<file path="config.mk">
export PLATFORM = sky130hd
export DESIGN_NAME = pcm_channel_mixer
export DESIGN_NICKNAME = d
export VERILOG_FILES = /design/src/sv/pcm_mix_pkg.sv /design/src/sv/pcm_mix_front.sv /design/src/sv/pcm_mix_queue.sv /design/src/sv/pcm_mix_back.sv /design/src/sv/pcm_channel_mixer.sv
export SDC_FILE = /design/constraint.sdc
export NUM_CORES = 2
export LEC_CHECK = 0
export BUFFER_PORTS_ARGS = -buffer_cell sky130_fd_sc_hd__buf_2
export CORE_MARGIN = 3
export CORE_UTILIZATION = 50
export DETAILED_ROUTE_END_ITERATION = 10
export PLACE_DENSITY = 0.68
export SLEW_MARGIN = 20
export SYNTH_ARGS = -nofsm -noshare
export SYNTH_HDL_FRONTEND = slang
export SYNTH_SLANG_ARGS = --single-unit
</file>
<file path="constraint.sdc">
create_clock -name clk -period 11.4 [get_ports clk]
set_input_delay 1.14 -clock clk [delete_from_list [all_inputs] [get_ports clk]]
set_output_delay 1.14 -clock clk [all_outputs]
set_load 0.01 [all_outputs]
</file>
<file path="src/sv/pcm_mix_pkg.sv">
`timescale 1ns / 1ps
// Shared types and constants for the PCM channel mixer.
// No dependencies; imported by every mixer module.
package pcm_mix_pkg;

	typedef enum logic {
		OP_ADD    = 1'b0,
		OP_FINISH = 1'b1
	} op_t;

	// configuration register indexes
	localparam logic [1:0] REG_MASTER_VOLUME   = 2'd0;
	localparam logic [1:0] REG_OUTPUT_FORMAT   = 2'd1;
	localparam logic [1:0] REG_OUTPUT_CHANNELS = 2'd2;
	localparam logic [1:0] REG_RING_SIZE_LOG2  = 2'd3;

	// output formats
	localparam logic [1:0] FMT_S16 = 2'd0;
	localparam logic [1:0] FMT_U8  = 2'd1;

	localparam logic [1:0] CHAN_MONO   = 2'd1;
	localparam logic [1:0] CHAN_STEREO = 2'd2;

	localparam int FACTOR_W    = 17;
	localparam int PROD_W      = 26;
	localparam int QUEUE_DEPTH = 2;
	localparam int QPTR_W      = $clog2(QUEUE_DEPTH);

	// accumulator clamp before conversion: 32767*256 and -32768*256
	localparam logic signed [31:0] ACC_CLAMP_HI = 32'sd8388352;
	localparam logic signed [31:0] ACC_CLAMP_LO = -32'sd8388608;
	localparam logic signed [17:0] S16_MAX      = 18'sd32767;
	localparam logic signed [17:0] S16_MIN      = -18'sd32768;

	// one classified item waiting for the back end
	typedef struct packed {
		op_t                  op;
		logic signed [15:0]   sample;
		logic [FACTOR_W-1:0]  factor_l;
		logic [FACTOR_W-1:0]  factor_r;
		logic                 music_present;
		logic signed [23:0]   music_left;
		logic signed [23:0]   music_right;
	} qentry_t;

	typedef struct packed {
		logic not_empty;
		logic full;
	} qstat_t;

	// settings the back end reads
	typedef struct packed {
		logic [1:0] output_format;
		logic       mono;
		logic [4:0] ring_log2;
	} mix_cfg_t;

endpackage

</file>
<file path="src/sv/pcm_mix_front.sv">
`timescale 1ns / 1ps
// Front end: accepts items and classifies them into queue entries,
// folding the volume and master volume into one scale factor per side.
// Depends on pcm_mix_pkg.
module pcm_mix_front import pcm_mix_pkg::*; (
	input  logic               item_valid,
	output logic               item_ready,
	input  logic               operation,
	input  logic signed [15:0] sample_value,
	input  logic               sample_is_8bit,
	input  logic [7:0]         left_volume,
	input  logic [7:0]         right_volume,
	input  logic               music_present,
	input  logic signed [23:0] music_left,
	input  logic signed [23:0] music_right,
	input  logic [8:0]         master_volume,
	input  qstat_t             q_stat,
	output logic               push,
	output qentry_t            entry
);

	logic [7:0]  vol_l;
	logic [7:0]  vol_r;
	logic [16:0] mul_l;
	logic [16:0] mul_r;

	assign item_ready = !q_stat.full;
	assign push       = item_valid && !q_stat.full;

	// 8-bit path keeps (vol>>3)*8, 16-bit path divides the product by 256
	assign vol_l = sample_is_8bit ? {left_volume[7:3], 3'b000}  : left_volume;
	assign vol_r = sample_is_8bit ? {right_volume[7:3], 3'b000} : right_volume;
	assign mul_l = 17'(vol_l) * 17'(master_volume);
	assign mul_r = 17'(vol_r) * 17'(master_volume);

	always_comb begin
		entry.op            = op_t'(operation);
		entry.sample        = sample_is_8bit ? {{8{sample_value[7]}}, sample_value[7:0]}
		                                     : sample_value;
		entry.factor_l      = sample_is_8bit ? mul_l : {8'h00, mul_l[16:8]};
		entry.factor_r      = sample_is_8bit ? mul_r : {8'h00, mul_r[16:8]};
		entry.music_present = music_present;
		entry.music_left    = music_left;
		entry.music_right   = music_right;
	end

endmodule

</file>
<file path="src/sv/pcm_mix_queue.sv">
`timescale 1ns / 1ps
// Short FIFO of classified items between the front and back ends.
// Depends on pcm_mix_pkg.
module pcm_mix_queue import pcm_mix_pkg::*; (
	input  logic    clk,
	input  logic    arst_n,
	input  logic    push,
	input  qentry_t wr_entry,
	input  logic    pop,
	output qstat_t  stat,
	output qentry_t rd_entry
);

	qentry_t           slot_q [QUEUE_DEPTH];
	logic [QPTR_W-1:0] wr_ptr_q;
	logic [QPTR_W-1:0] rd_ptr_q;
	logic [QPTR_W:0]   count_q;

	assign stat.not_empty = (count_q != '0);
	assign stat.full      = (count_q == (QPTR_W+1)'(QUEUE_DEPTH));
	assign rd_entry       = slot_q[rd_ptr_q];

	always_ff @(posedge clk) begin
		if (push) begin
			slot_q[wr_ptr_q] <= wr_entry;
		end
	end

	always_ff @(posedge clk or negedge arst_n) begin
		if (!arst_n) begin
			wr_ptr_q <= '0;
			rd_ptr_q <= '0;
			count_q  <= '0;
		end else begin
			if (push) begin
				wr_ptr_q <= wr_ptr_q + 1'b1;
			end
			if (pop) begin
				rd_ptr_q <= rd_ptr_q + 1'b1;
			end
			if (push && !pop) begin
				count_q <= count_q + 1'b1;
			end else if (pop && !push) begin
				count_q <= count_q - 1'b1;
			end
		end
	end

endmodule

</file>
<file path="src/sv/pcm_mix_back.sv">
`timescale 1ns / 1ps
// Back end: scales and accumulates add items, converts and emits the frame
// on finish items through a one-entry output register. Depends on pcm_mix_pkg.
module pcm_mix_back import pcm_mix_pkg::*; (
	input  logic        clk,
	input  logic        arst_n,
	input  mix_cfg_t    cfg,
	input  qstat_t      q_stat,
	input  qentry_t     head,
	output logic        pop,
	output logic        result_valid,
	input  logic        result_ready,
	output logic [15:0] ring_address,
	output logic [15:0] out_sample,
	output logic        last
);

	typedef enum logic [1:0] {
		ST_IDLE,
		ST_ACC,
		ST_EMIT_L,
		ST_EMIT_R
	} state_t;

	state_t                    state_q;
	logic signed [31:0]        left_acc_q;
	logic signed [31:0]        right_acc_q;
	logic [15:0]               frame_q;
	logic signed [PROD_W-1:0]  prod_l_s1;
	logic signed [PROD_W-1:0]  prod_r_s1;
	logic [15:0]               conv_l_q;
	logic [15:0]               conv_r_q;
	logic                      res_valid_q;
	logic [15:0]               res_addr_q;
	logic [15:0]               res_sample_q;
	logic                      res_last_q;

	logic signed [33:0]        mul_l;
	logic signed [33:0]        mul_r;
	logic [16:0]               ring_mask;
	logic [16:0]               pos_l;
	logic [16:0]               pos_r;
	logic [15:0]               addr_l;
	logic [15:0]               addr_r;
	logic                      res_free;
	logic                      res_emit;

	function automatic logic signed [31:0] sat_acc(input logic signed [31:0] acc,
	                                               input logic signed [PROD_W-1:0] p);
		logic signed [32:0] s;
		s = 33'(acc) + 33'(p);
		if (s[32] != s[31]) begin
			return s[32] ? 32'sh80000000 : 32'sh7fffffff;
		end
		return s[31:0];
	endfunction

	// clamp, halve, add half the music, /256, saturate, format
	function automatic logic [15:0] convert_side(input logic signed [31:0] acc,
	                                             input logic music,
	                                             input logic signed [23:0] m,
	                                             input logic [1:0] fmt);
		logic signed [23:0] v;
		logic signed [24:0] vr;
		logic signed [23:0] vh;
		logic signed [24:0] mr;
		logic signed [23:0] mh;
		logic signed [24:0] hs;
		logic signed [25:0] ds;
		logic signed [17:0] q;
		logic signed [15:0] s;
		logic signed [15:0] sr;
		logic signed [7:0]  b;
		logic [15:0]        r;
		if (acc > ACC_CLAMP_HI) begin
			v = ACC_CLAMP_HI[23:0];
		end else if (acc < ACC_CLAMP_LO) begin
			v = ACC_CLAMP_LO[23:0];
		end else begin
			v = acc[23:0];
		end
		// divisions truncate toward zero: bias negatives before the shift
		vr = 25'(v) + 25'(v[23]);
		vh = 24'(vr >>> 1);
		mr = 25'(m) + 25'(m[23]);
		mh = 24'(mr >>> 1);
		hs = 25'(vh) + (music ? 25'(mh) : 25'sd0);
		ds = 26'(hs) + (hs[24] ? 26'sd255 : 26'sd0);
		q  = 18'(ds >>> 8);
		if (q > S16_MAX) begin
			s = 16'sh7fff;
		end else if (q < S16_MIN) begin
			s = 16'sh8000;
		end else begin
			s = q[15:0];
		end
		sr = s + (s[15] ? 16'sd255 : 16'sd0);
		b  = 8'(sr >>> 8);
		case (fmt)
			FMT_S16: r = s;
			FMT_U8:  r = {8'h00, ~b[7], b[6:0]};
			default: r = {{8{b[7]}}, b};
		endcase
		return r;
	endfunction

	assign pop      = (state_q == ST_IDLE) && q_stat.not_empty;
	assign res_free = !res_valid_q || result_ready;
	assign res_emit = ((state_q == ST_EMIT_L) || (state_q == ST_EMIT_R)) && res_free;

	assign mul_l = head.sample * $signed({1'b0, head.factor_l});
	assign mul_r = head.sample * $signed({1'b0, head.factor_r});

	always_comb begin
		for (int i = 0; i < 17; i++) begin
			ring_mask[i] = (5'(i) < cfg.ring_log2);
		end
	end

	assign pos_l  = cfg.mono ? {1'b0, frame_q} : {frame_q, 1'b0};
	assign pos_r  = {frame_q, 1'b1};
	assign addr_l = 16'(pos_l & ring_mask);
	assign addr_r = 16'(pos_r & ring_mask);

	always_ff @(posedge clk or negedge arst_n) begin
		if (!arst_n) begin
			state_q      <= ST_IDLE;
			left_acc_q   <= '0;
			right_acc_q  <= '0;
			frame_q      <= '0;
			prod_l_s1    <= '0;
			prod_r_s1    <= '0;
			conv_l_q     <= '0;
			conv_r_q     <= '0;
			res_valid_q  <= 1'b0;
			res_addr_q   <= '0;
			res_sample_q <= '0;
			res_last_q   <= 1'b0;
		end else begin
			res_valid_q <= res_emit || (res_valid_q && !result_ready);
			case (state_q)
				ST_IDLE: begin
					if (q_stat.not_empty) begin
						if (head.op == OP_ADD) begin
							prod_l_s1 <= mul_l[PROD_W-1:0];
							prod_r_s1 <= mul_r[PROD_W-1:0];
							state_q   <= ST_ACC;
						end else begin
							conv_l_q <= convert_side(left_acc_q, head.music_present,
							                         head.music_left, cfg.output_format);
							conv_r_q <= convert_side(right_acc_q, head.music_present,
							                         head.music_right, cfg.output_format);
							state_q  <= ST_EMIT_L;
						end
					end
				end
				ST_ACC: begin
					left_acc_q  <= sat_acc(left_acc_q, prod_l_s1);
					right_acc_q <= sat_acc(right_acc_q, prod_r_s1);
					state_q     <= ST_IDLE;
				end
				ST_EMIT_L: begin
					if (res_free) begin
						res_addr_q   <= addr_l;
						res_sample_q <= conv_l_q;
						res_last_q   <= cfg.mono;
						if (cfg.mono) begin
							left_acc_q  <= '0;
							right_acc_q <= '0;
							frame_q     <= frame_q + 16'd1;
							state_q     <= ST_IDLE;
						end else begin
							state_q <= ST_EMIT_R;
						end
					end
				end
				ST_EMIT_R: begin
					if (res_free) begin
						res_addr_q   <= addr_r;
						res_sample_q <= conv_r_q;
						res_last_q   <= 1'b1;
						left_acc_q   <= '0;
						right_acc_q  <= '0;
						frame_q      <= frame_q + 16'd1;
						state_q      <= ST_IDLE;
					end
				end
				default: state_q <= ST_IDLE;
			endcase
		end
	end

	assign result_valid = res_valid_q;
	assign ring_address = res_addr_q;
	assign out_sample   = res_sample_q;
	assign last         = res_last_q;

endmodule

</file>
<file path="src/sv/pcm_channel_mixer.sv">
`timescale 1ns / 1ps
// An accepted item is registered in the queue before it can leave it; on leaving, a finish
// item's samples are converted into registers, then pass through the output register.
// The back end sequencer takes an add item through IDLE and ACC, a finish item through
// IDLE, EMIT_L and, for stereo, EMIT_R; the emit states wait while the output register
// is held. The front takes an item every cycle while the two-entry queue has room.
// Reset clears accumulators, frame position, queue and output; registers go to defaults.
module pcm_channel_mixer import pcm_mix_pkg::*; #(
	parameter int MAX_RING_LOG2 = 16
) (
	input  logic        clk,
	input  logic        arst_n,
	// configuration writes, always accepted
	input  logic        cfg_valid,
	output logic        cfg_ready,
	input  logic [1:0]  cfg_index,
	input  logic [8:0]  cfg_data,
	// input items
	input  logic        item_valid,
	output logic        item_ready,
	input  logic        operation,
	input  logic signed [15:0] sample_value,
	input  logic        sample_is_8bit,
	input  logic [7:0]  left_volume,
	input  logic [7:0]  right_volume,
	input  logic        music_present,
	input  logic signed [23:0] music_left,
	input  logic signed [23:0] music_right,
	// output samples
	output logic        result_valid,
	input  logic        result_ready,
	output logic [15:0] ring_address,
	output logic signed [15:0] out_sample,
	output logic        last
);

	localparam logic [4:0] RING_LOG2_CAP = 5'(MAX_RING_LOG2);

	// configuration registers
	logic [8:0] master_volume_q;
	logic [1:0] output_format_q;
	logic [1:0] output_channels_q;
	logic [4:0] ring_size_log2_q;

	mix_cfg_t   mix_cfg;
	qstat_t     q_stat;
	qentry_t    wr_entry;
	qentry_t    head;
	logic       q_push;
	logic       q_pop;
	logic [15:0] sample_bits;

	assign cfg_ready = 1'b1;

	always_ff @(posedge clk or negedge arst_n) begin
		if (!arst_n) begin
			master_volume_q   <= 9'd256;
			output_format_q   <= FMT_S16;
			output_channels_q <= CHAN_STEREO;
			ring_size_log2_q  <= 5'd16;
		end else if (cfg_valid) begin
			case (cfg_index)
				REG_MASTER_VOLUME:   master_volume_q   <= cfg_data;
				REG_OUTPUT_FORMAT:   output_format_q   <= cfg_data[1:0];
				REG_OUTPUT_CHANNELS: output_channels_q <= cfg_data[1:0];
				REG_RING_SIZE_LOG2:  ring_size_log2_q  <= cfg_data[4:0];
				default: ;
			endcase
		end
	end

	// anything but mono counts as stereo; ring size saturates at the cap
	always_comb begin
		mix_cfg.output_format = output_format_q;
		mix_cfg.mono          = (output_channels_q == CHAN_MONO);
		mix_cfg.ring_log2     = (ring_size_log2_q > RING_LOG2_CAP) ? RING_LOG2_CAP
		                                                           : ring_size_log2_q;
	end

	// front: handshake and per-side scale factor
	pcm_mix_front u_front (
		.item_valid     (item_valid),
		.item_ready     (item_ready),
		.operation      (operation),
		.sample_value   (sample_value),
		.sample_is_8bit (sample_is_8bit),
		.left_volume    (left_volume),
		.right_volume   (right_volume),
		.music_present  (music_present),
		.music_left     (music_left),
		.music_right    (music_right),
		.master_volume  (master_volume_q),
		.q_stat         (q_stat),
		.push           (q_push),
		.entry          (wr_entry)
	);

	// decouples the front from the back so each stalls on its own
	pcm_mix_queue u_queue (
		.clk      (clk),
		.arst_n   (arst_n),
		.push     (q_push),
		.wr_entry (wr_entry),
		.pop      (q_pop),
		.stat     (q_stat),
		.rd_entry (head)
	);

	// back: multiply-accumulate, then convert and emit on finish
	pcm_mix_back u_back (
		.clk          (clk),
		.arst_n       (arst_n),
		.cfg          (mix_cfg),
		.q_stat       (q_stat),
		.head         (head),
		.pop          (q_pop),
		.result_valid (result_valid),
		.result_ready (result_ready),
		.ring_address (ring_address),
		.out_sample   (sample_bits),
		.last         (last)
	);

	assign out_sample = sample_bits;

	// the back end only takes from a queue that holds an item
	a_pop_nonempty: assert property (@(posedge clk) disable iff (!arst_n)
		q_pop |-> q_stat.not_empty)
		else $error("queue popped while empty");

	// the left sample of a stereo frame is followed at once by the right one
	a_stereo_pair: assert property (@(posedge clk) disable iff (!arst_n)
		(result_valid && result_ready && !last) |=> (result_valid && last))
		else $error("right sample did not follow left sample");

	// a full queue stays full while nothing is popped
	a_full_stall: assert property (@(posedge clk) disable iff (!arst_n)
		(q_stat.full && !q_pop) |=> q_stat.full)
		else $error("full queue lost an entry without a pop");

endmodule
</file>
# After elaboration in Yosys (flattened, before gate mapping)
# Memories as Yosys holds them, arrays and structs flattened.
# Cells that the tools add are included.
[totals]
regBits = 222
latchBits = 0
ram_bits = 200
rom_bits = 0
input_bits = 99
out_inout_bits = 36
wordCells = 190
memories = 1
[memory_table]
columns = ["name", "depth", "width", "rd", "rd_clocked_by_memory_dff", "wr", "line_no", "source"]
rows = [
  ["u_queue.slot_q", 2, 100, 1, 0, 1, "pcm_mix_queue.sv:14", "qentry_t slot_q [QUEUE_DEPTH];"],
]
[op_classes]
add_sub_neg = 17
multipliers = 4
div_mod_pow = 0
n_lt_le_gt_ge = 25
n_eq_ne = 15
shift = 0
muxes = 73
n_bitwise = 5
reduce_logical = 31
[op_table]
columns = ["cell", "n"]
rows = [
  ["16-bit two-way mux", 19],
  ["32-bit two-way mux", 9],
  ["24-bit two-way mux", 10],
  ["32-bit one-hot mux with 3 select lines", 2],
  ["16-bit one-hot mux with 2 select lines", 5],
  ["24-bit by 2-bit adder with 25-bit output", 4],
  ["32-bit by 26-bit adder with 33-bit output", 2],
  ["32-bit by 24-bit > comparator with 1-bit output, second input constant", 2],
  ["32-bit by 24-bit less-than comparator with 1-bit output, second input constant", 2],
  ["25-bit by 9-bit adder with 26-bit output", 2],
  ["16-bit by 18-bit multiplier with 26-bit output", 2],
  ["24-bit by 25-bit adder with 25-bit output", 2],
  ["25-bit two-way mux", 2],
  ["4-bit by 5-bit less-than comparator with 1-bit output, first input constant", 8],
  ["18-bit by 16-bit > comparator with 1-bit output, second input constant", 2],
  ["18-bit by 16-bit less-than comparator with 1-bit output, second input constant", 2],
  ["8-bit by 9-bit multiplier with 17-bit output", 2],
  ["17-bit two-way mux", 2],
  ["16-bit adder", 2],
  ["16-bit bitwise AND", 2],
  ["8-bit two-way mux", 4],
  ["3-bit by 5-bit less-than comparator with 1-bit output, first input constant", 4],
  ["16-bit by 1-bit adder with 16-bit output, second input constant", 1],
  ["2-bit two-way mux", 7],
  ["other kinds (25)", 71],
]

# Logic depth before layout (Yosys ltp)
[depth]
ltp_word = 20
mapped_depth = 45
mapped_depth_nobuf = 42

# Hierarchy
# From an unflattened synthesis, not the netlist that was laid out.
[unflattened]
hier_cells = 5041
hier_area_um2 = 47860.9
[modules_own_cells]
columns = ["module", "n_inst", "cells_each", "area_per_inst_um2", "seq_area_each_um2"]
rows = [
  ["pcm_mix_back", 1, 3949, 33425.8, 5004.8],
  ["pcm_mix_queue", 1, 327, 7855.0, 6105.9],
  ["pcm_mix_front", 1, 716, 5833.1, 0.0],
  ["pcm_channel_mixer", 1, 49, 747.0, 454.2],
]

# Least setup slack after synthesis
# No wires, ideal clock.
[synth_path]
kind = "reg-to-reg"
startpoint = "register u_queue.rd_ptr_q"
endpoint = "register u_back.conv_l_q[7]"
setup_ps = 92
arrival_time_ps = 9202
setup_slack_ps = 2106
path_stages_with_launch = 41
path_buffers = 9
synth_period_minus_slack_ps = 9294
path_cell_list = "dfrtp_1 > clkbuf_1 > buf_1 > buf_1 > clkbuf_1 > buf_1 > clkbuf_1 > buf_1 > mux2i_1 > xnor2_1 > nor2_1 > ha_1 > nor2b_1 > o31a_1 > o211ai_1 > a21oi_1 > nor2_1 > o21ai_2 > [5 not listed] > or4_4 > o211ai_2 > nor4_4 > nand4_1 > nand2_1 > clkbuf_1 > nor2_1 > o31ai_1 > ha_1 > nand4_1 > nor3b_1 > nand3_1 > o211ai_1 > o2111ai_2 > and4bb_1 > xor2_1 > mux2_4 > o31ai_2"
[synth_between]
elab_chain_cells = 16
word_cells_on_any_way = 18
classes_between = "4 x add/sub; 2 x order compare; 9 x mux; 1 x bitwise; 1 x reduce/logical; 1 x memory"
[synth_rtl]
columns = ["element", "line_no", "source"]
rows = [
  ["start: declaration", "pcm_mix_queue.sv:16", "logic [QPTR_W-1:0] rd_ptr_q;"],
  ["start signal: assignment", "pcm_mix_queue.sv:39", "rd_ptr_q <= rd_ptr_q + 1'b1;"],
  ["memory read 2 x 100 bit (*)", "-", ""],
  ["24-bit by 2-bit adder with 25-bit output", "pcm_mix_back.sv:85", "mr = 25'(m) + 25'(m[23]);"],
  ["25-bit two-way mux", "pcm_mix_back.sv:87", "hs = 25'(vh) + (music ? 25'(mh) : 25'sd0);"],
  ["24-bit by 25-bit adder with 25-bit output", "pcm_mix_back.sv:87", ""],
  ["8-bit two-way mux", "pcm_mix_back.sv:88", "ds = 26'(hs) + (hs[24] ? 26'sd255 : 26'sd0);"],
  ["25-bit by 9-bit adder with 26-bit output", "pcm_mix_back.sv:88", ""],
  ["18-bit by 16-bit less-than comparator with 1-bit output", "pcm_mix_back.sv:92", "end else if (q < S16_MIN) begin"],
  ["16-bit two-way mux", "pcm_mix_back.sv:92", ""],
  ["16-bit two-way mux", "pcm_mix_back.sv:90", "if (q > S16_MAX) begin"],
  ["16-bit two-way mux", "pcm_mix_back.sv:144", "if (head.op == OP_ADD) begin"],
  ["16-bit two-way mux", "pcm_mix_back.sv:143", "if (q_stat.not_empty) begin"],
  ["16-bit two-way mux", "pcm_mix_back.sv:141", "case (state_q)"],
  ["8-bit two-way mux", "pcm_mix_back.sv:97", "sr = s + (s[15] ? 16'sd255 : 16'sd0);"],
  ["16-bit adder", "pcm_mix_back.sv:97", ""],
  ["1-bit inverter", "pcm_mix_back.sv:101", "FMT_U8: r = {8'h00, ~b[7], b[6:0]};"],
  ["16-bit one-hot mux with 2 select lines", "pcm_mix_back.sv:99", "case (fmt)"],
  ["end signal: assignment", "pcm_mix_back.sv:149", "conv_l_q <= convert_side(left_acc_q, head.music_present,"],
  ["end: declaration", "pcm_mix_back.sv:31", "logic [15:0] conv_l_q;"],
]
# Mark *: on every way between the ends. The rest lies on a longest branch, timed or not. The select of a mux whose other input is x is not followed.
# A chain may end at the register's enable or synchronous reset.

# Worst setup path after layout
# Same ends and word-level chain as after synthesis.

==> metrics.csv <==
metric,value,unit
CP Launch Type,flip-flop,
nets,6012,
"Setup Fix Bufs, Post-CTS",0,
status,completed,
Yosys Warn Count,0,
"Clk Latency, worst-skew pair",0.63,ns
"commonest cells after routing, fill and taps aside","nand2_1 (617), inv_1 (617), nor2_1 (472)",
number of buffers and inverters on the critical path,2,
fmax,0.09873,GHz
Chip Width,310.1,µm
cells after synthesis,4992,
Routability Congestion,0.9993,
CTS tree,yes,
Post-Syn Area,0.04623,mm²
r2r setup slk,1.27,ns
full die area,0.09615,mm²
length of the first detailed-routing pass in iterations,6,
initial DRC count,2758,
dominant cell type by area after synthesis,fa_1,
Root Buffer,clkbuf_16,
Area Growth Syn to Fin,8.073,%
slowest cell delay on critical path,0.88,ns
Worst Path Arrival,10.66,ns
maximum buffer depth of the clock tree,3,
number of enable flip-flop cells after synthesis,200,
Post-DP HPWL,96940,µm
Fin. Hold Viols,0,
Layout Skew,0.03456,ns
Total GRT Usage,25.87,%
Main synth FF type,dfrtp_1,
share of the synthesized area in the top cell type,20.26,%
routed vias,35830,
"Hold-fix buffers, CTS",0,
H-tree Lvls,2,
Synth cell types,101,
measured slew at the worst slew-check pin,1.077,ns
initial antenna violation count,10,
DRT antenna net count,0,
layout cell share with drive strength beyond 1,9.207,%
drt drc,0,
first-pass GRT wire length,196600,µm
RSZ-0062 raised after global routing,no,
Mapped Nets,5937,
fill cell count,8114,
Routed WL,123500,µm
setup TNS,0,ns
Hold WC Path Type,reg2reg,
Ports,135,
largest net degree at the start of global routing,101,
register area share after synthesis,25.01,%
Die Height,310.1,µm
Slew headroom,26.12,%
cts repair resizes,0,
CP Max Fanout,52,
core area,0.09084,mm²
crit-path most repeated cell,nor2_1,
GRT overflow,0,
Critical Path End Type,flip-flop,
port bufs,133,
Final setup viols,0,
"FFs w/ async S/R, synth",52.61,%
Final Cycle Share,88.84,%
fin. max-slew vios,0,
# rows,110,
"delay-heaviest family, CP",simple AND/OR/NAND/NOR gates,
slowest CP cell,dfrtp_4,
Initial Util,50.90,%
synthesized flop and latch total,422,
dominant cells by area after synthesis,"fa_1 (20%), edfxtp_1 (13%), dfrtp_1 (12%)",
WL/cell,19.65,µm
worst endpoint required time,11.93,ns
vias in the first global route,35581,
Tmin final,10.13,ns
CTS sink count,422,
Setup CP Type,reg2reg,
"Avg Cell Area, Syn",9.261,µm²
Max Cap Viol,0,
DR vias/cell,5.699,
Num CTS Buffers,49,
clk slew on worst S/H paths,0.06,ns
worst reg2reg max path: cells and delay by family (launching register included):
family / cells / cell delay [ns]
and+or+nand+nor: 19 / 4.26
AOI/OAI and AO/OA: 10 / 2.53
adders and majority gates: 3 / 1.07
DFF: 1 / 0.88
xor gates and xnor gates: 2 / 0.48
buffers and inverters: 2 / 0.47
muxes: 1 / 0.34
flip-flops by register name, summed over array words and instances, names as in the netlist, 16 cells and up:
register             flops
u_back.right_acc_q      32
u_back.ring_address     16
u_back.conv_r_q         16
u_back.conv_l_q         16
u_back.prod_r_s1        26
u_back.frame_q          16
u_back.left_acc_q       32
u_back.prod_l_s1        26
u_back.out_sample       16
u_queue.slot_q         200
stage by stage:
step,instances,setup WS (ns),util (%),area [µm²],hold slack (ns)
2_1_floorplan,4992,2.106,-,46230,0.4452
3_3_place_gp,6192,1.622,53.23,48350,0.4577
3_5_place_dp,6192,1.405,53.23,48350,0.4640
4_1_cts,6281,1.387,54.98,49940,0.4775
5_1_grt,6285,0.2912,55.00,49960,0.5026
6_report,6287,1.272,55.01,49970,0.4699
cell usage after synthesis (all sizes together), types with 24 or more instances:
cell / n
a21o: 77
a21oi: 202
a221o: 30
and2: 104
and3: 33
clkbuf: 156
dfrtp: 219
edfxtp: 200
fa: 468
ha: 378
inv: 617
maj3: 24
mux2: 96
mux2i: 92
nand2: 619
nand2b: 41
nand3: 86
nand4: 28
nor2: 476
nor2b: 47
nor3: 49
o21a: 31
o21ai: 212
o21bai: 44
or2: 32
or3: 25
xnor2: 192
xor2: 116
final timing paths:
path | start | to | cells after the start
max | u_queue.rd_ptr_q$_DFFE_PN0P_ | u_back.conv_l_q[7]$_DFFE_PN0P_ | 37
min | u_back.out_sample[2]$_DFFE_PN0P_ | u_back.out_sample[2]$_DFFE_PN0P_ | 2
max reg2reg | u_queue.rd_ptr_q$_DFFE_PN0P_ | u_back.conv_l_q[7]$_DFFE_PN0P_ | 37
min reg2reg | u_back.out_sample[2]$_DFFE_PN0P_ | u_back.out_sample[2]$_DFFE_PN0P_ | 2
max in group asynchronous | arst_n | u_queue.rd_ptr_q$_DFFE_PN0P_ | 2
min in group asynchronous | arst_n | u_back.prod_l_s1[16]$_DFFE_PN0P_ | 1
cells by family (layout without fill, tap and decap cells):
logic type	after synthesis	count (layout)	synth area share [%]
adders and majority gates	870	870	31.02
muxes	188	188	4.338
and+or+nand+nor	1611	1611	15.91
xor gates and xnor gates	308	308	5.867
other	1	7	0.008111
buffers and inverters	796	909	6.490
AOI/OAI and AO/OA	796	796	11.35
DFF	422	422	25.01
layout make-up:
cell class                 count  area (µm²)  share of cell area [%]
antenna                        6       15.01                 0.03005
clock buffer                  64        1345                   2.692
sequential                   422       11570                   23.15
clock inverter                25       244.0                  0.4883
inverter                     618        2320                   4.643
tap                         1176        1471                   2.945
timing repair buffer         202        1206                   2.414
multi-input combinational   3774       31800                   63.64
routing by layer:
metal	wire, µm	vias up	GRT usage [%]	share of wire, %
met5	0	-	0	0
met4	5403	0	10.35	4.4
met3	7173	238	2.852	5.8
met2	57920	1078	42.48	47
met1	53040	17703	35.23	43
li1	-	16811	-	-
Power is left out: the tool's default activity adds up to more than one toggle a clock period on the data nets, which glitch-free logic cannot reach.
